File: src/packed_pixel_palette_unpacker_unit_macros.svh
// ----------------------------------------------------------------------------
// packed pixel palette unpacker assertion macros
// concurrent check wrappers shared by the unpacker modules
// ----------------------------------------------------------------------------
`ifndef PACKED_PIXEL_PALETTE_UNPACKER_UNIT_MACROS_SVH
`define PACKED_PIXEL_PALETTE_UNPACKER_UNIT_MACROS_SVH

// check on clk_i, off while rst_ni is low
`define PPU_ASSERT(lbl, prop, msg) \
  lbl: assert property (@(posedge clk_i) disable iff (!rst_ni) prop) else $error(msg);

// check on clk_i, also during reset
`define PPU_ASSERT_ALWAYS(lbl, prop, msg) \
  lbl: assert property (@(posedge clk_i) prop) else $error(msg);

`endif

File: src/ppu_pkg.sv
// ----------------------------------------------------------------------------
// ppu_pkg
// types and constants shared by the packed pixel palette unpacker
// ----------------------------------------------------------------------------
`default_nettype none

package ppu_pkg;

  localparam int unsigned MaxWidth     = 2047;
  localparam int unsigned PalDepth     = 256;
  localparam int unsigned PalIdxW      = $clog2(PalDepth);
  localparam int unsigned QDepth       = 4;
  localparam int unsigned QPtrW        = $clog2(QDepth);
  localparam int unsigned QCntW        = $clog2(QDepth + 1);
  localparam int unsigned AddrW        = 22;
  localparam int unsigned OffsW        = 12;
  localparam int unsigned HeaderBytes  = 4;
  localparam int unsigned PalEntrySize = 4;
  localparam int unsigned CfgDataW     = 24;

  typedef enum logic [1:0] {
    OP_PAL_WRITE  = 2'd0,
    OP_LINE_START = 2'd1,
    OP_DATA_BYTE  = 2'd2
  } op_e;

  typedef enum logic [1:0] {
    CFG_PIXEL_FORMAT = 2'd0,
    CFG_IMAGE_WIDTH  = 2'd1,
    CFG_FILL_COLOR   = 2'd2,
    CFG_SOURCE_FILE  = 2'd3
  } cfg_idx_e;

  typedef enum logic {
    RK_ADDRESS = 1'b0,
    RK_PIXEL   = 1'b1
  } result_kind_e;

  typedef struct packed {
    logic [2:0]  pixel_format;
    logic [10:0] image_width;
    logic [23:0] fill_color;
    logic        source_is_file;
  } cfg_t;

  // one queued command, fields used according to op
  typedef struct packed {
    op_e              op;
    logic [7:0]       pal_index;
    logic [23:0]      pal_rgb;
    logic [7:0]       pal_opacity;
    logic [AddrW-1:0] addr_prod;
    logic [OffsW-1:0] addr_offs;
    logic [10:0]      line_len;
    logic [2:0]       start_bitpos;
    logic [7:0]       data;
  } q_entry_t;

endpackage

`default_nettype wire

File: src/ppu_queue.sv
// ----------------------------------------------------------------------------
// ppu_queue
// short command queue between the front and back ends
// ----------------------------------------------------------------------------
`default_nettype none
`include "packed_pixel_palette_unpacker_unit_macros.svh"

module ppu_queue (
  input  logic              clk_i,
  input  logic              rst_ni,
  input  logic              push_i,
  input  ppu_pkg::q_entry_t entry_i,
  input  logic              pop_i,
  output ppu_pkg::q_entry_t head_o,
  output logic              full_o,
  output logic              empty_o
);
  import ppu_pkg::*;

  q_entry_t          slots_q [QDepth];
  logic [QPtrW-1:0]  wptr_q, wptr_d;
  logic [QPtrW-1:0]  rptr_q, rptr_d;
  logic [QCntW-1:0]  count_q, count_d;

  assign full_o  = (count_q == QCntW'(QDepth));
  assign empty_o = (count_q == '0);
  assign head_o  = slots_q[rptr_q];

  always_comb begin
    wptr_d  = push_i ? QPtrW'(wptr_q + 1'b1) : wptr_q;
    rptr_d  = pop_i ? QPtrW'(rptr_q + 1'b1) : rptr_q;
    count_d = count_q;
    if (push_i && !pop_i) begin
      count_d = QCntW'(count_q + 1'b1);
    end else if (pop_i && !push_i) begin
      count_d = QCntW'(count_q - 1'b1);
    end
  end

  always_ff @(posedge clk_i or negedge rst_ni) begin
    if (!rst_ni) begin
      wptr_q  <= '0;
      rptr_q  <= '0;
      count_q <= '0;
    end else begin
      wptr_q  <= wptr_d;
      rptr_q  <= rptr_d;
      count_q <= count_d;
    end
  end

  always_ff @(posedge clk_i) begin
    if (push_i) begin
      slots_q[wptr_q] <= entry_i;
    end
  end

  `PPU_ASSERT(a_q_no_overflow, push_i |-> (!full_o || pop_i), "queue push while full")
  `PPU_ASSERT(a_q_no_underflow, pop_i |-> !empty_o, "queue pop while empty")
  `PPU_ASSERT(a_q_count_up, (push_i && !pop_i) |=> (count_q == QCntW'($past(count_q) + 1'b1)),
              "queue count did not grow on push")

endmodule

`default_nettype wire

File: config.mk
export PLATFORM = sky130hd
export DESIGN_NAME = ppu_queue
export DESIGN_NICKNAME = d
export VERILOG_FILES = /design/src/ppu_pkg.sv /design/src/ppu_queue.sv
export VERILOG_INCLUDE_DIRS = /design/src /design/src/src
export SDC_FILE = /design/constraint.sdc
export NUM_CORES = 1
export LEC_CHECK = 0
export BUFFER_PORTS_ARGS = -buffer_cell sky130_fd_sc_hd__buf_2
export CELL_PAD_IN_SITES_DETAIL_PLACEMENT = 0
export CELL_PAD_IN_SITES_GLOBAL_PLACEMENT = 2
export CORE_MARGIN = 2
export CORE_UTILIZATION = 43
export CTS_CLUSTER_DIAMETER = 40
export DETAILED_ROUTE_END_ITERATION = 16
export PLACE_DENSITY = 0.81
export SLEW_MARGIN = 20
export SYNTH_ARGS = -nofsm -noshare
export SYNTH_HDL_FRONTEND = slang
export SYNTH_SLANG_ARGS = --single-unit
File: constraint.sdc
create_clock -name clk_i -period 4 [get_ports clk_i]
set_clock_uncertainty 0.05 [all_clocks]
set_input_delay 0.4 -clock clk_i [delete_from_list [all_inputs] [get_ports clk_i]]
set_output_delay 0.4 -clock clk_i [all_outputs]
set_load 0.005 [all_outputs]
==> results.cfg, run 1 <==
[routing]
routed_wl_um = 26400
drc = 0
drtIter0Drc = 385
routed_via_density = 5.11
vias = 6562
routedWlPerCell_um = 20.6
ant_nets = 0
firstDrtPassIters = 5

[timing]
hold_slack_ps = 21.5
worst_pin_slew_ps = 801
tns_ps = 0
rsz0062_at_grt = no
slew_viol_final = 0
clock.fmax_ghz = 0.349
finalHoldViolCount = 0
period_minus_slack_ps = 2860
final-setup-viol-count = 0
slew_headroom_pct = 46.6
post-route-period-util_pct = 71.6

[placement]
place_hpwl_um = 15300
io_buffers = 201
gp_congestion = 0.666

[yosys]
synth_top_cell_area_share_pct = 80.4
yosys_warnings = 0
ys_types = 19
synth_edf_count = 392
synth-seq-cells = 399
synth-async-reset-ratio_pct = 1.75
synth_most_common_cell = edfxtp_1
synth_top_area_cell = edfxtp_1
syn-num-nets = 654
yosysSeqAreaShare_pct = 81.6
synth.area.top_cells = edfxtp_1, mux4_2, buf_12
postSynthAreaPerCell_sq_um = 26.8
synth_area_sq_um = 14600
netlist_top_cells_count = edfxtp_1, mux4_2, buf_12, buf_2, dfrtp_1
synthCells = 546
synth-main-ff-cell = edfxtp_1

[die]
initial_core_util_pct = 43.7
chipHeight_um = 189
die_x_um = 189
core_sq_um = 33500
rows = 67
dieArea_sq_um = 35500
pin_count = 202

[worst_setup_path]
crit_start = rptr_q[0]
critPathArrivalTime_ps = 2410
cp_max_fo = 47
reg2reg_from = wptr_q[0]
critPathRequiredTime_ps = 3550
rr_endpoint = slots_q[2][37]
crit_end = head_o[73]
worstSetupEndpointType = primary output
r2r_slack_ps = 1860
criticalPathCategory = register to primary output
reg2reg_depth = 4
critPathLaunchType = register

[clocking]
cts_max_path_buffers = 3
clkSinkCount = 399
clockRootBuffer = clkbuf_16
clk_latency_ps = 540
cts_tree = built
cts_made_buffers = 46
postCtsResizedCells = 0
h-tree-depth = 2
clk_pin_slew_worst_paths_ps = 60

[global_route]
grt_use_total_pct = 15.2
grt_pass1_wl_um = 40800
grt_overflow = 0
first_global_vias = 7085
grt_antenna_before_repair = 3
grt_max_degree = 60

[outcome]
status = completed

[pwr]
p_per_area_nw_per_um2 = 737
peakVddDrop_mv = 0.435
p_leak_nw = 6.11

[finish]
area_growth_pct = 21.9
nNetsFinal = 908
drive_above_1_share_pct = 46.0

[min_path]
hold_class = primary input to register

[run]
cap_violations = 0
-- critical path, stage by stage, from the launching register on --
cell and delay (ps):
dfrtp_4 660, buf_12 380, mux4_2 590, buf_2 150
-- power by group --
part           total [mW]  internal [mW]  switching, mW
logic                3.25           1.64           1.61
clock network        4.17           2.58           1.59
registers            5.74           5.47          0.271
total                13.2           9.69           3.47
-- state kept, by name, indices dropped and copies added (netlist names) --
| name | count |
|---|---|
| wptr_q | 2 |
| count_q | 3 |
| slots_q | 392 |
| rptr_q | 2 |
-- area by class of cell --
type | count | area, sq um
tap | 448 | 561
antenna | 1 | 2.50
sequential | 399 | 12000
multi-input combinational | 121 | 2420
clock inverter | 27 | 325
clock buffer | 56 | 1220
inverter | 4 | 15.0
timing repair buffer | 228 | 1340
fill | 2619 | 15700
-- cell families (layout without fill, tap and decap cells) --
| family | count (synthesis) | after routing | synth area share [%] |
|---|---|---|---|
| flip-flops | 399 | 399 | 81.6 |
| multiplexers | 99 | 99 | 15.2 |
| buffers and inverters | 26 | 315 | 1.94 |
| AND/OR/NAND/NOR | 9 | 9 | 0.333 |
| adder cells (fa/ha/maj) | 6 | 6 | 0.564 |
| XOR/XNOR | 6 | 6 | 0.359 |
| AO/OA/AOI/OAI | 1 | 1 | 0.0342 |
| other | 0 | 1 | 0 |
-- worst min-delay path by stage --
stage / from / endpoint / slack [ps] / cells past startpoint
finish: entry_i[3] / slots_q[3][3] / 20 / 1
global route: entry_i[68] / slots_q[3][68] / 2 / 1
CTS: entry_i[52] / slots_q[0][52] / 0.2 / 1
detailed placement: rst_ni / count_q[2] / 200 / 1
global placement: rst_ni / count_q[1] / 200 / 1
floorplan: rst_ni / count_q[0] / 50 / 0
-- per-stage QoR --
stage	power (mW)	util [%]	worst slack, ps	area, sq um	std cells
5_1_grt	13.8	53.2	998	17800	1284
3_5_place_dp	9.19	48.0	1650	16100	1181
2_1_floorplan	8.02	-	601	14600	546
4_1_cts	13.4	53.2	1070	17800	1283
6_report	13.2	53.2	1140	17800	1284
3_3_place_gp	9.15	48.0	1660	16100	1181
-- placed cells by master, fill, tap and decap left out --
cell type,Yosys,layout
bufinv_16,0,6
buf_12,10,7
nor3b_1,1,1
inv_1,4,4
mux2_2,1,1
clkbuf_16,0,47
inv_16,0,1
edfxtp_1,392,392
xnor2_1,2,2
clkbuf_1,0,8
xor2_1,4,4
diode_2,0,1
nand2_1,2,2
clkinv_1,0,5
and2_4,0,4
clkinv_2,0,6
mux4_2,98,98
o21ai_0,1,1
buf_4,1,1
clkinvlp_4,0,4
ha_1,5,5
inv_6,0,2
inv_8,0,1
dlygate4sd3_1,0,19
nor2_1,1,1
nor3_1,1,1
fa_1,1,1
clkbuf_8,0,1
dfrtp_1,7,5
buf_2,10,201
dfrtp_4,0,2
clkinv_4,0,2
-- routing by layer --
layer  part of all wire [%]  track usage [%]  wire length [um]  vias up
li1                       -                -                 -     2879
met1                     42             20.0             11100     3433
met2                     50             25.2             13100      201
met3                    6.5             4.12              1720       45
met4                    1.7             4.12               440        4
met5                   0.11                0                30        -
-- repair_timing --
item	4_1_cts	5_1_grt
hold buffers	19	0
setup buffers	0	0
endpoints found under the hold margin	75	0
Power figures use the tool's default switching activity.
==> run 2: changes to the inputs <==
==> constraint.sdc (replaced) <==
create_clock -name clk_i -period 2.9 [get_ports clk_i]
set_clock_uncertainty 0.05 [all_clocks]
set_input_delay 0.29 -clock clk_i [delete_from_list [all_inputs] [get_ports clk_i]]
set_output_delay 0.29 -clock clk_i [all_outputs]
set_load 0.005 [all_outputs]
==> results.cfg, run 2 (synthesis results as in run 1) <==
[outcome]
status = completed

[clocking]
clk_latency_ps = 530
cts_tree = built
postCtsResizedCells = 0
ctsHoldBuffers = 101
clk_pin_slew_worst_paths_ps = 60
cts_max_path_buffers = 3
clockRootBuffer = clkbuf_16
clkSinkCount = 399
h-tree-depth = 2
cts_setup_buffers = 0
cts_made_buffers = 48

[die]
die_x_um = 189
dieArea_sq_um = 35500
pin_count = 202
core_sq_um = 33500
chipHeight_um = 189
initial_core_util_pct = 43.7
rows = 67

[timing]
finalHoldViolCount = 0
rsz0062_at_grt = no
setup_slack_ps = 251
tns_ps = 0
period_minus_slack_ps = 2650
slew_viol_final = 0
slew_headroom_pct = 63.9
worst_pin_slew_ps = 541
final-setup-viol-count = 0
clock.fmax_ghz = 0.377
post-route-period-util_pct = 91.4

[finish]
area_growth_pct = 28.6
final_cell_mix = edfxtp_1, buf_2, dlygate4sd3_1
reg_top3 = slots_q x392, count_q x3
nNetsFinal = 999
drive_above_1_share_pct = 42.6
largest_register_ffs = 392
n_antenna_cell = 0
regMostFlops = slots_q
nFillCells = 2534
mostFrequentLayoutCell = edfxtp_1

[placement]
gp_congestion = 0.698
io_buffers = 201
dpl_worst_slack_ps = 751
place_hpwl_um = 16000

[worst_setup_path]
criticalPathCategory = register to primary output
cp_max_fo = 38
worstSetupEndpointType = primary output
critPathRequiredTime_ps = 2560
critPathLaunchType = register
critPathArrivalTime_ps = 2310
reg2reg_depth = 4

[global_route]
met1_usage_pct = 20.1
grt_overflow = 0
met3_usage_pct = 3.87
grt_util_met2_pct = 26.4
first_global_vias = 7453
grt_busiest_layer = met2
grt_use_total_pct = 15.6
grt_antenna_before_repair = 0
grt_pass1_wl_um = 42100
grt_max_degree = 45

[min_path]
hold_class = primary input to asynchronous set/reset pin

[routing]
drtIter0Drc = 418
routed_via_density = 4.98
firstDrtPassIters = 6
routed_wl_um = 27400
ant_nets = 0
routedWlPerCell_um = 19.9
drc = 0
vias = 6844

[pwr]
p_leak_nw = 6.54
p_per_area_nw_per_um2 = 983
peakVddDrop_mv = 0.589

[run]
cap_violations = 0
-- run 2: cell types whose count changed in the layout (fill, tap and decap cells not counted) --
cell / delta
clkinv_1: +2
clkinv_4: +2
buf_4: +2
diode_2: -1
inv_6: +3
clkbuf_8: -1
dlygate4sd3_1: +82
clkinvlp_4: -3
inv_16: -1
clkinv_2: +1
clkbuf_1: -3
clkbuf_16: +2
buf_12: +5
inv_8: +1
-- run 2: layout make-up --
class,instances,area (sq um),share of cell area [%]
multi-input combinational,121,2420,12.8
clock inverter,32,350,1.86
tap,448,561,2.98
sequential,399,12000,63.5
inverter,4,15.0,0.0798
clock buffer,54,1240,6.61
timing repair buffer,317,2280,12.1
-- run 2: final timing paths --
path | start | slack [ps] | end
setup / recovery | rptr_q[0] | 250 | head_o[15]
hold / removal | rst_ni | 110 | count_q[1]
setup reg to reg | wptr_q[1] | 1030 | slots_q[1][38]
hold reg to reg | count_q[2] | 440 | count_q[2]
max in group asynchronous | rst_ni | 2490 | rptr_q[1]
min in group clk_i | count_q[2] | 440 | count_q[2]
-- run 2: power breakdown --
part           leakage (nW)  internal (mW)  switching, mW
clock network         0.784           3.65           2.24
logic                  2.08           2.43           2.23
registers              3.68           7.54          0.404
-- run 2: per-stage QoR --
stage	hold WS, ps	instance area [sq um]	util [%]	cells	power [mW]
2_1_floorplan	-55.6	14600	-	546	11.0
3_5_place_dp	91.0	16200	48.4	1188	12.8
3_3_place_gp	90.1	16200	48.4	1188	12.7
4_1_cts	73.6	18800	56.1	1375	18.8
6_report	112	18800	56.1	1375	18.5
5_1_grt	102	18800	56.1	1375	19.4
-- run 2: per-layer routing --
metal | vias to the layer above | share of wire [%]
met2 | 213 | 51
met4 | 0 | 1.8
met1 | 3533 | 42
li1 | 3057 | -
met5 | - | 0
met3 | 41 | 6.1
-- run 2: critical path, stage by stage, from the launching register on --
cell	delay, ps
dfrtp_4	660
buf_12	350
mux4_2	590
buf_2	150
