--- src/packed_pixel_palette_unpacker_unit_macros.svh ---
// ----------------------------------------------------------------------------
// packed pixel palette unpacker assertion macros
// concurrent check wrappers shared by the unpacker modules
// ----------------------------------------------------------------------------
`ifndef PACKED_PIXEL_PALETTE_UNPACKER_UNIT_MACROS_SVH
`define PACKED_PIXEL_PALETTE_UNPACKER_UNIT_MACROS_SVH

// check on clk_i, off while rst_ni is low
`define PPU_ASSERT(lbl, prop, msg) \
  lbl: assert property (@(posedge clk_i) disable iff (!rst_ni) prop) else $error(msg);

// check on clk_i, also during reset
`define PPU_ASSERT_ALWAYS(lbl, prop, msg) \
  lbl: assert property (@(posedge clk_i) prop) else $error(msg);

`endif

--- src/ppu_pkg.sv ---
// ----------------------------------------------------------------------------
// ppu_pkg
// types and constants shared by the packed pixel palette unpacker
// ----------------------------------------------------------------------------
`default_nettype none

package ppu_pkg;

  localparam int unsigned MaxWidth     = 2047;
  localparam int unsigned PalDepth     = 256;
  localparam int unsigned PalIdxW      = $clog2(PalDepth);
  localparam int unsigned QDepth       = 4;
  localparam int unsigned QPtrW        = $clog2(QDepth);
  localparam int unsigned QCntW        = $clog2(QDepth + 1);
  localparam int unsigned AddrW        = 22;
  localparam int unsigned OffsW        = 12;
  localparam int unsigned HeaderBytes  = 4;
  localparam int unsigned PalEntrySize = 4;
  localparam int unsigned CfgDataW     = 24;

  typedef enum logic [1:0] {
    OP_PAL_WRITE  = 2'd0,
    OP_LINE_START = 2'd1,
    OP_DATA_BYTE  = 2'd2
  } op_e;

  typedef enum logic [1:0] {
    CFG_PIXEL_FORMAT = 2'd0,
    CFG_IMAGE_WIDTH  = 2'd1,
    CFG_FILL_COLOR   = 2'd2,
    CFG_SOURCE_FILE  = 2'd3
  } cfg_idx_e;

  typedef enum logic {
    RK_ADDRESS = 1'b0,
    RK_PIXEL   = 1'b1
  } result_kind_e;

  typedef struct packed {
    logic [2:0]  pixel_format;
    logic [10:0] image_width;
    logic [23:0] fill_color;
    logic        source_is_file;
  } cfg_t;

  // one queued command, fields used according to op
  typedef struct packed {
    op_e              op;
    logic [7:0]       pal_index;
    logic [23:0]      pal_rgb;
    logic [7:0]       pal_opacity;
    logic [AddrW-1:0] addr_prod;
    logic [OffsW-1:0] addr_offs;
    logic [10:0]      line_len;
    logic [2:0]       start_bitpos;
    logic [7:0]       data;
  } q_entry_t;

endpackage

`default_nettype wire

--- src/ppu_front.sv ---
// ----------------------------------------------------------------------------
// ppu_front
// input stage: takes items, drops unused codes, prepares line addresses
// ----------------------------------------------------------------------------
`default_nettype none

module ppu_front (
  input  logic              clk_i,
  input  logic              rst_ni,
  input  ppu_pkg::cfg_t     cfg_i,
  input  logic              in_valid_i,
  output logic              in_stall_o,
  input  logic [1:0]        opcode_i,
  input  logic [7:0]        palette_index_i,
  input  logic [23:0]       palette_rgb_i,
  input  logic [7:0]        palette_opacity_i,
  input  logic [10:0]       start_x_i,
  input  logic [10:0]       row_i,
  input  logic [10:0]       line_length_i,
  input  logic [7:0]        data_byte_i,
  input  logic              q_full_i,
  output logic              push_o,
  output ppu_pkg::q_entry_t entry_o
);
  import ppu_pkg::*;

  logic             valid_q, valid_d;
  q_entry_t         entry_q, entry_d;
  logic             accept;
  logic             known_op;
  logic [1:0]       lb;
  logic [3:0]       bpp;
  logic [1:0]       shift;
  logic [2:0]       ppb_mask;
  logic [10:0]      stride;
  logic [AddrW-1:0] prod;
  logic [OffsW-1:0] pal_skip;
  logic [OffsW-1:0] hdr;
  logic [3:0]       sub_pos;

  assign in_stall_o = valid_q && q_full_i;
  assign accept     = in_valid_i && !in_stall_o;
  assign push_o     = valid_q && !q_full_i;
  assign entry_o    = entry_q;

  // format geometry
  assign lb       = cfg_i.pixel_format[1:0];
  assign bpp      = 4'(4'd1 << lb);
  assign shift    = 2'(2'd3 - lb);
  assign ppb_mask = 3'(4'(4'd8 >> lb) - 4'd1);

  // row stride in bytes, rounded up
  assign stride = 11'(({1'b0, cfg_i.image_width} + {9'd0, ppb_mask}) >> shift);
  assign prod   = stride * row_i;

  assign pal_skip = cfg_i.pixel_format[2] ? OffsW'(OffsW'(PalEntrySize) << bpp) : '0;
  assign hdr      = cfg_i.source_is_file ? OffsW'(HeaderBytes) : '0;
  assign sub_pos  = 4'({1'b0, start_x_i[2:0] & ppb_mask} << lb);

  always_comb begin
    known_op = 1'b1;
    unique case (opcode_i) inside
      OP_PAL_WRITE, OP_LINE_START, OP_DATA_BYTE: known_op = 1'b1;
      default:                                   known_op = 1'b0;
    endcase
  end

  always_comb begin
    entry_d              = entry_q;
    entry_d.op           = op_e'(opcode_i);
    entry_d.pal_index    = palette_index_i;
    entry_d.pal_rgb      = palette_rgb_i;
    entry_d.pal_opacity  = palette_opacity_i;
    entry_d.addr_prod    = prod;
    entry_d.addr_offs    = OffsW'(start_x_i >> shift) + pal_skip + hdr;
    entry_d.line_len     = (line_length_i > 11'(MaxWidth)) ? 11'(MaxWidth) : line_length_i;
    entry_d.start_bitpos = 3'(4'd8 - bpp - sub_pos);
    entry_d.data         = data_byte_i;
  end

  always_comb begin
    valid_d = valid_q;
    if (accept) begin
      valid_d = known_op;
    end else if (push_o) begin
      valid_d = 1'b0;
    end
  end

  always_ff @(posedge clk_i or negedge rst_ni) begin
    if (!rst_ni) begin
      valid_q <= 1'b0;
    end else begin
      valid_q <= valid_d;
    end
  end

  always_ff @(posedge clk_i) begin
    if (accept) begin
      entry_q <= entry_d;
    end
  end

endmodule

`default_nettype wire

--- config.mk ---
export PLATFORM = sky130hd
export DESIGN_NAME = ppu_front
export DESIGN_NICKNAME = d
export VERILOG_FILES = /design/src/packed_pixel_palette_unpacker_unit_macros.svh /design/src/ppu_pkg.sv /design/src/ppu_front.sv
export SDC_FILE = /design/constraint.sdc
export NUM_CORES = 1
export LEC_CHECK = 0
export BUFFER_PORTS_ARGS = -buffer_cell sky130_fd_sc_hd__buf_2
export CAP_MARGIN = 10
export CORE_MARGIN = 10
export CORE_UTILIZATION = 49
export CTS_BUF_LIST = sky130_fd_sc_hd__clkbuf_16
export CTS_CLUSTER_DIAMETER = 40
export CTS_CLUSTER_SIZE = 25
export DETAILED_ROUTE_END_ITERATION = 16
export PLACE_DENSITY_LB_ADDON = 0.05
export REMOVE_ABC_BUFFERS = 1
export SLEW_MARGIN = 20
export SYNTH_ARGS = -nofsm -noshare
export SYNTH_HDL_FRONTEND = slang
export SYNTH_SLANG_ARGS = --single-unit
--- constraint.sdc ---
create_clock -name clk_i -period 5.5 [get_ports clk_i]
set_input_delay 0.275 -clock clk_i [delete_from_list [all_inputs] [get_ports clk_i]]
set_output_delay 0.275 -clock clk_i [all_outputs]
set_load 0.01 [all_outputs]
==> results of run 1 <==
## timing repair
action | 4_1_cts | 5_1_grt
hold endpoints to repair | 1 | 0
pin swaps | 84 | 32
hold buffers | 1 | 0
resized for setup | 99 | 24
endpoints found under the setup margin | 14 | 13
buffers inserted | 20 | 8
## metrics by stage
| stage | area [sq um] | instances | hold WS, ns | TNS, ns | utilization |
|---|---|---|---|---|---|
| floorplan | 8472 | 751 | -0.02059 | -14.61 | - |
| global placement | 10620 | 1291 | 0.05002 | -15.21 | 0.6120 |
| detailed placement | 10620 | 1291 | 0.05049 | -15.20 | 0.6120 |
| CTS | 11530 | 1327 | 0.07119 | -3.814 | 0.6646 |
| global route | 11700 | 1335 | 0.06422 | -6.860 | 0.6738 |
| finish | 11700 | 1335 | 0.08164 | -4.044 | 0.6738 |
## flip-flops by register name, indices dropped and copies added (netlist names)
name / cells
entry_o: 98
valid_q: 1
## cells in the final DEF, fill, tap and decap left out, drive strengths merged, types with 3 or more instances in the layout
cell	Yosys	routed
nor3	8	8
o211ai	3	3
edfxtp	98	98
nand3	8	8
mux2i	12	12
o21bai	5	5
o21ai	17	17
and3	16	16
mux2	4	4
a311o	3	3
and2	63	63
fa	83	83
ha	81	81
nand2b	6	6
xnor2	25	25
nor2	29	29
o31ai	4	4
buf	17	342
a21oi	19	19
nand2	67	67
o41ai	3	3
inv	105	111
o31a	3	3
xor2	6	6
conb	2	5
nor2b	18	18
a21o	11	11
a211oi	10	10
a311oi	4	4
clkbuf	29	9
## critical path, cell delays in order
cell and delay, ns:
buf_6 0.10, buf_4 0.14, nor2_4 0.14, ha_4 0.20, a21o_4 0.15, buf_6 0.13
buf_4 0.12, nand4_1 0.08, o211ai_1 0.16, o21ai_2 0.10, mux2_4 0.28, nand2b_4 0.14
fa_1 0.50, fa_1 0.52, fa_1 0.52, inv_2 0.04, fa_1 0.50, inv_1 0.05
fa_1 0.48, inv_2 0.04, ha_4 0.22, a2111oi_4 0.29, o21ai_2 0.14, a41oi_2 0.25
nand2_1 0.11, a311oi_2 0.29, xnor2_1 0.09
## area by class of cell
| type | instances | share of cell area |
|---|---|---|
| tap | 225 | 0.02407 |
| multi-input combinational | 546 | 0.4780 |
| inverter | 106 | 0.03424 |
| clock buffer | 9 | 0.01926 |
| timing repair buffer | 343 | 0.1839 |
| clock inverter | 7 | 0.006740 |
| sequential | 99 | 0.2538 |
## per-layer routing
metal	vias up	track usage
met5	-	0
met2	167	0.3019
met4	0	0.03542
met3	15	0.04433
li1	3292	-
met1	3213	0.2388
## worst paths after layout
check | endpoint | slack, ns
min | entry_o[18]$_SDFFCE_PN1P_ | 0.08
min in group asynchronous | valid_q$_DFFE_PN0P_ | 0.23
max reg2reg | entry_o[42]$_DFFE_PP_ | 3.91
max in group asynchronous | valid_q$_DFFE_PN0P_ | 5.18
max | entry_o[54]$_DFFE_PP_ | -0.49
min reg2reg | valid_q$_DFFE_PN0P_ | 0.68
## power breakdown
group / total [mW] / switching (mW) / leakage (nW) / internal (mW)
clock network: 0.648 / 0.323 / 0.149 / 0.325
logic: 4.67 / 2.22 / 4.50 / 2.45
registers: 1.11 / 0.0242 / 0.953 / 1.09
## cell families after synthesis
kind of cell,after synthesis,share of synthesized area
adders and majority gates,164,0.3083
DFF,99,0.3420
AOI/OAI and AO/OA,105,0.09243
muxes,17,0.02163
other,2,0.0008655
xor gates and xnor gates,31,0.03129
and+or+nand+nor,224,0.1327
buffers and inverters,152,0.07080
==> impl_summary.txt, run 1 <==
----------------------------------------------------
[STA]
  Final hold viol count ... 0
  Part of the cycle the worst path needs ... 1.089
  Achievable frequency ... 166.9 MHz
  Slew headroom ... 0.5668
  Worst slew pin tran ... 0.6497 ns
  Maximum clock skew at final layout ... 0.008972 ns
  Final worst setup slack ... -0.4907 ns
  RSZ-0062 raised after global routing ... yes
  Minimum clock period ... 5.991 ns
  Max-slew violation total from the final report ... 0
  Final setup violation count ... 12

[Global route]
  GRT Overall Usage ... 0.1825
  Wire length of the first global-routing pass ... 35510 um
  Antenna violations before repair ... 0
  Pin count of the biggest net entering global routing ... 54
  Grt total ovfl ... 0
  Number of global-route vias before repair ... 6958

[Run status]
  Run status ... finished with violations
  Violated checks ... negative setup slack

[Pwr]
  Cell leakage power ... 5.599 nW
  Largest voltage drop on the vdd net ... 0.5006 mV
  Post-layout total power ... 6.426 mW
  Power per cell area ... 549.5 nW/um^2

[Drt]
  DRC violations left ... 0
  Total iterations of the first detailed-routing run ... 4
  Detailed-routed wire length on met2 ... 10470 um
  Routed Antenna Nets ... 0
  Iteration-0 DRC Markers ... 239
  Met3 wire length ... 1184 um
  Drt via density ... 5.009
  Vias after detailed routing ... 6687
  Total wire length ... 21380 um
  Top layer in use ... met4
  Routed length per instance ... 16.01 um
  Post-Route M1 WL ... 9502 um

[Min path]
  Tightest Hold Check Type ... in -> reg
  Hold path startpoint ... line_length_i[7]
  Worst Hold Depth ... 1

[Layout]
  # fillers ... 1367
  Area grow syn2layout ... 34.78%
  Multi-input gate area ... 5590 sq um
  Share of cells above drive strength 1 ... 0.4081
  Register Area ... 2968 sq um
  Count of nets after finishing ... 1395
  Diodes inserted ... 0

[Logic synthesis]
  #FFs+latches synth ... 99
  Warnings, synthesis ... 0
  Per-instance average area after synthesis ... 10.93 sq um
  Top post-synthesis cells by count ... 105 x inv_1, 98 x edfxtp_1, 83 x fa_1, 81 x ha_1, 67 x nand2_1
  FFs w/ async S/R, synth ... 0.01010
  Ranking of synthesized cells by area ... edfxtp_1 34%, fa_1 19%, ha_1 12%
  Post-synth design cell area ... 8677 sq um
  Area share of the largest cell type after synthesis ... 0.3391
  Count of flip-flops with a built-in enable after synthesis ... 98
  Biggest area consumer among synthesized cells ... edfxtp_1
  Most frequent cell after synthesis ... inv_1
  Number of standard cells after synthesis ... 794
  Dominant register cell in the synthesized netlist ... edfxtp_1
  Register area share after synthesis ... 0.3420
  Count of different cell masters after synthesis ... 67

[Setup path]
  Critical path origin ... cfg_i[36]
  Worst path required time ... 5.60 ns
  Path depth of the worst reg2reg path ... 3
  Launch point of the worst reg-to-reg path ... valid_q$_DFFE_PN0P_
  Max FO, Critical Path ... 6
  Critical path class ... in -> reg
  Sort of element at the start of the critical path ... input port
  Signal arrival time at the worst endpoint ... 6.09 ns
  Crit path capture type ... flip-flop

[Clock network]
  TritonCTS Buffers ... 9
  Buffer cell driving the clock tree root ... clkbuf_16
  H-tree Lvls ... 3
  Clock-pin slew reported for the worst setup and hold paths after clock tree synthesis ... 0.08 ns
  Number of clock sinks ... 99
  Clock insertion delay at the later pin of the skew report ... 0.36 ns
  Clock tree buffer depth ... 2
  Clock tree from TritonCTS ... built

[Floorplanning]
  Core Area ... 17360 sq um
  Number of top-level design ports ... 226
  Starting density of the core ... 0.4999
  Area enclosed by the die boundary ... 23430 sq um
  Horizontal die dimension ... 153.1 um
  Standard-cell rows ... 48
  Vert. Die Dim ... 153.1 um

[Placement]
  DP HPWL ... 16880 um
  Worst setup timing slack at the placement stage ... -1.321 ns
  Routability cong. ... 0.8632
  IO buf count ... 201

[Flow run]
  Max cap viols ... 0

----------------------------------------------------
(Power assumes the default switching activity.)
==> run 2, diff against run 1 <==
--- a/config.mk
+++ b/config.mk
@@ -6,7 +6,6 @@
 export NUM_CORES = 1
 export LEC_CHECK = 0
 export BUFFER_PORTS_ARGS = -buffer_cell sky130_fd_sc_hd__buf_2
-export CAP_MARGIN = 10
 export CORE_MARGIN = 10
 export CORE_UTILIZATION = 49
 export CTS_BUF_LIST = sky130_fd_sc_hd__clkbuf_16
==> constraint.sdc (replaced) <==
create_clock -name clk_i -period 5 [get_ports clk_i]
set_input_delay 0.25 -clock clk_i [delete_from_list [all_inputs] [get_ports clk_i]]
set_output_delay 0.25 -clock clk_i [all_outputs]
set_load 0.01 [all_outputs]
==> run 2 against run 1 <==
  * Clock-buffer cell count did not move
  * The run still ends with negative setup slack left
  * Via count up 1.7%
  * Setup slack lost 0.52 ns
  * Critical path type unchanged
  * Non-clock buffer count is 12 higher
==> impl_summary.txt, run 2 (synthesis results as in run 1) <==
----------------------------------------------------
[Layout]
  Area grow syn2layout ... 36.29%
  Top library cells by usage in the layout, fill and taps aside ... 199 x buf_2, 136 x buf_4, 98 x edfxtp_1
  Final core area utilization ... 0.6814 (+0.007570)
  Post-route non-filler standard cell count ... 1347 (+0.90%)
  Share of cells above drive strength 1 ... 0.4171 (+0.009004)
  Diodes inserted ... 0 (unchanged)
  # fillers ... 1368 (+0.073%)
  Most common cell after layout, fill and taps aside ... buf_2
  Count of nets after finishing ... 1407 (+0.86%)
  Max reg flops ... 98 (unchanged)
  Design Area, Final ... 11830 sq um (+1.1%)

[Global route]
  Global route hottest layer ... met2
  Antenna violations before repair ... 1 (+1)
  Met1 Usage GRT ... 0.2348 (-0.003955)
  Number of global-route vias before repair ... 7081 (+1.8%)
  Pin count of the biggest net entering global routing ... 63 (+17%)
  GR Layer Usage met2 ... 0.3122 (+0.01028)
  Wire length of the first global-routing pass ... 35980 um (+1.3%)
  GRT Overall Usage ... 0.1848 (+0.002294)
  Met3 layer usage reported by global route ... 0.04433 (unchanged)
  Grt total ovfl ... 0 (unchanged)

[Setup path]
  Sort of element at the start of the critical path ... input port
  Max FO, Critical Path ... 3 (-3)
  Worst path required time ... 5.10 ns (-0.50 ns)
  Signal arrival time at the worst endpoint ... 6.11 ns (+0.02 ns)
  Critical path class ... in -> reg
  Crit path capture type ... flip-flop

[Floorplanning]
  Standard-cell rows ... 48 (unchanged)
  Number of top-level design ports ... 226 (unchanged)
  Starting density of the core ... 0.4999 (unchanged)
  Horizontal die dimension ... 153.1 um (unchanged)
  Core Area ... 17360 sq um (unchanged)
  Area enclosed by the die boundary ... 23430 sq um (unchanged)
  Vert. Die Dim ... 153.1 um (unchanged)

[Drt]
  Total wire length ... 21910 um (+2.5%)
  Total iterations of the first detailed-routing run ... 5 (+1)
  Vias after detailed routing ... 6803 (+1.7%)
  Routed Antenna Nets ... 0 (unchanged)
  Drt via density ... 5.050 (+0.83%)
  DRC violations left ... 0 (unchanged)
  Routed length per instance ... 16.27 um (+1.6%)
  Iteration-0 DRC Markers ... 262 (+9.6%)

[Clock network]
  Clock tree from TritonCTS ... built
  H-tree Lvls ... 3 (unchanged)
  TritonCTS Buffers ... 9 (unchanged)
  Buffer cell driving the clock tree root ... clkbuf_16
  Clock tree buffer depth ... 2 (unchanged)
  Clock insertion delay at the later pin of the skew report ... 0.36 ns (about the same)
  Clock-pin slew reported for the worst setup and hold paths after clock tree synthesis ... 0.08 ns (about the same)
  Number of clock sinks ... 99 (unchanged)

[STA]
  Worst slew pin tran ... 0.5839 ns (-0.06586 ns)
  Slew headroom ... 0.6107 (+0.04390)
  Final hold viol count ... 0 (unchanged)
  Part of the cycle the worst path needs ... 1.202
  Achievable frequency ... 166.5 MHz
  RSZ-0062 raised after global routing ... yes
  Final worst setup slack ... -1.008 ns (-0.5171 ns)
  Minimum clock period ... 6.008 ns
  Final setup violation count ... 16 (+4)
  Max-slew violation total from the final report ... 0 (unchanged)
  Worst hold slack ... 0.06248 ns (-0.01916 ns)
  Maximum clock skew at final layout ... 0.01096 ns (+0.001989 ns)

[Pwr]
  Power per cell area ... 594.7 nW/um^2 (+8.2%)
  Cell leakage power ... 5.650 nW (+0.92%)
  Largest voltage drop on the vdd net ... 0.5057 mV (+1.0%)

[Min path]
  Tightest Hold Check Type ... in -> reg

[Placement]
  Number of placed instances with taps included ... 1301 (+0.77%)
  DP HPWL ... 17250 um (+2.2%)
  Area of placed instances ... 10720 sq um (+0.94%)
  IO buf count ... 201 (unchanged)
  Routability cong. ... 0.8651 (+0.22%)

[Run status]
  Violated checks ... negative setup slack
  Run status ... finished with violations

[Flow run]
  Max cap viols ... 0 (unchanged)

----------------------------------------------------
-- run 2: cell count changes in the layout (fill, tap and decap cells not counted), moves of 3 or more --
cell	delta
and2_1	-3
and2_4	+3
buf_4	+11
inv_1	+5
inv_2	-5
inv_6	-3
nand2_1	-4
nand2_2	+4
xnor2_1	+3
xnor2_2	-3
-- run 2: worst max-delay path, stage by stage --
cell       delay, ns
buf_8           0.09
nand2_4         0.06
ha_4            0.16
fa_2            0.39
a21oi_4         0.18
nor3_2          0.07
a311oi_2        0.37
nand2_1         0.12
a22oi_2         0.20
buf_4           0.14
nand2_2         0.06
fa_1            0.57
fa_1            0.45
fa_1            0.51
inv_1           0.05
fa_1            0.49
inv_1           0.05
fa_1            0.48
inv_2           0.04
ha_4            0.22
a2111oi_4       0.35
o21ai_4         0.13
a41oi_4         0.20
nand2_2         0.10
a311oi_2        0.29
xnor2_1         0.09
-- run 2: cell type report --
type | count | area (sq um) | share of cell area
clock inverters | 7 | 82.58 | 0.006983
flip-flops and latches | 99 | 2968 | 0.2510
clock buffers | 9 | 225.2 | 0.01904
well taps | 225 | 281.5 | 0.02380
inverters | 106 | 399.1 | 0.03375
multi-input cells | 546 | 5608 | 0.4742
repair buffers | 355 | 2262 | 0.1913
-- run 2: final timing paths --
path	from	to	slack [ns]	cells past startpoint
max	cfg_i[37]	entry_o[54]$_DFFE_PP_	-1.01	26
min	data_byte_i[6]	entry_o[6]$_DFFE_PP_	0.06	1
max reg2reg	valid_q$_DFFE_PN0P_	entry_o[5]$_DFFE_PP_	3.31	3
min reg2reg	valid_q$_DFFE_PN0P_	valid_q$_DFFE_PN0P_	0.66	2
max in group asynchronous	rst_ni	valid_q$_DFFE_PN0P_	4.69	2
min in group asynchronous	rst_ni	valid_q$_DFFE_PN0P_	0.22	2
-- run 2: what timing repair did --
action / CTS / global route
pin swaps: 83 / 18
hold buffers: 1 / 0
hold endpoints to repair: 1 / 0
setup endpoints to repair: 16 / 17
gates resized for setup: 95 / 28
setup buffers: 27 / 4
cloned: 0 / 0
-- run 2: report_power, final --
group	internal, mW	total (mW)	leakage (nW)	switching, mW
registers	1.19	1.22	0.953	0.0274
clock network	0.359	0.715	0.148	0.356
logic	2.60	5.10	4.55	2.49
total	4.16	7.03	5.65	2.88
-- run 2: per-stage QoR --
stage | setup slack [ns] | TNS, ns | power [mW]
floorplan | -1.884 | -66.28 | 3.757
global placement | -1.735 | -22.31 | 5.126
detailed placement | -1.798 | -23.06 | 5.206
CTS | -0.9782 | -10.79 | 6.762
global route | -1.243 | -15.42 | 7.663
finish | -1.008 | -11.63 | 7.033
-- run 2: per-layer routing --
layer / vias to the layer above / share of wire
met1: 3275 / 0.43
met4: 2 / 0.012
met5: - / 0.00041
met2: 185 / 0.49
met3: 20 / 0.064
li1: 3321 / -
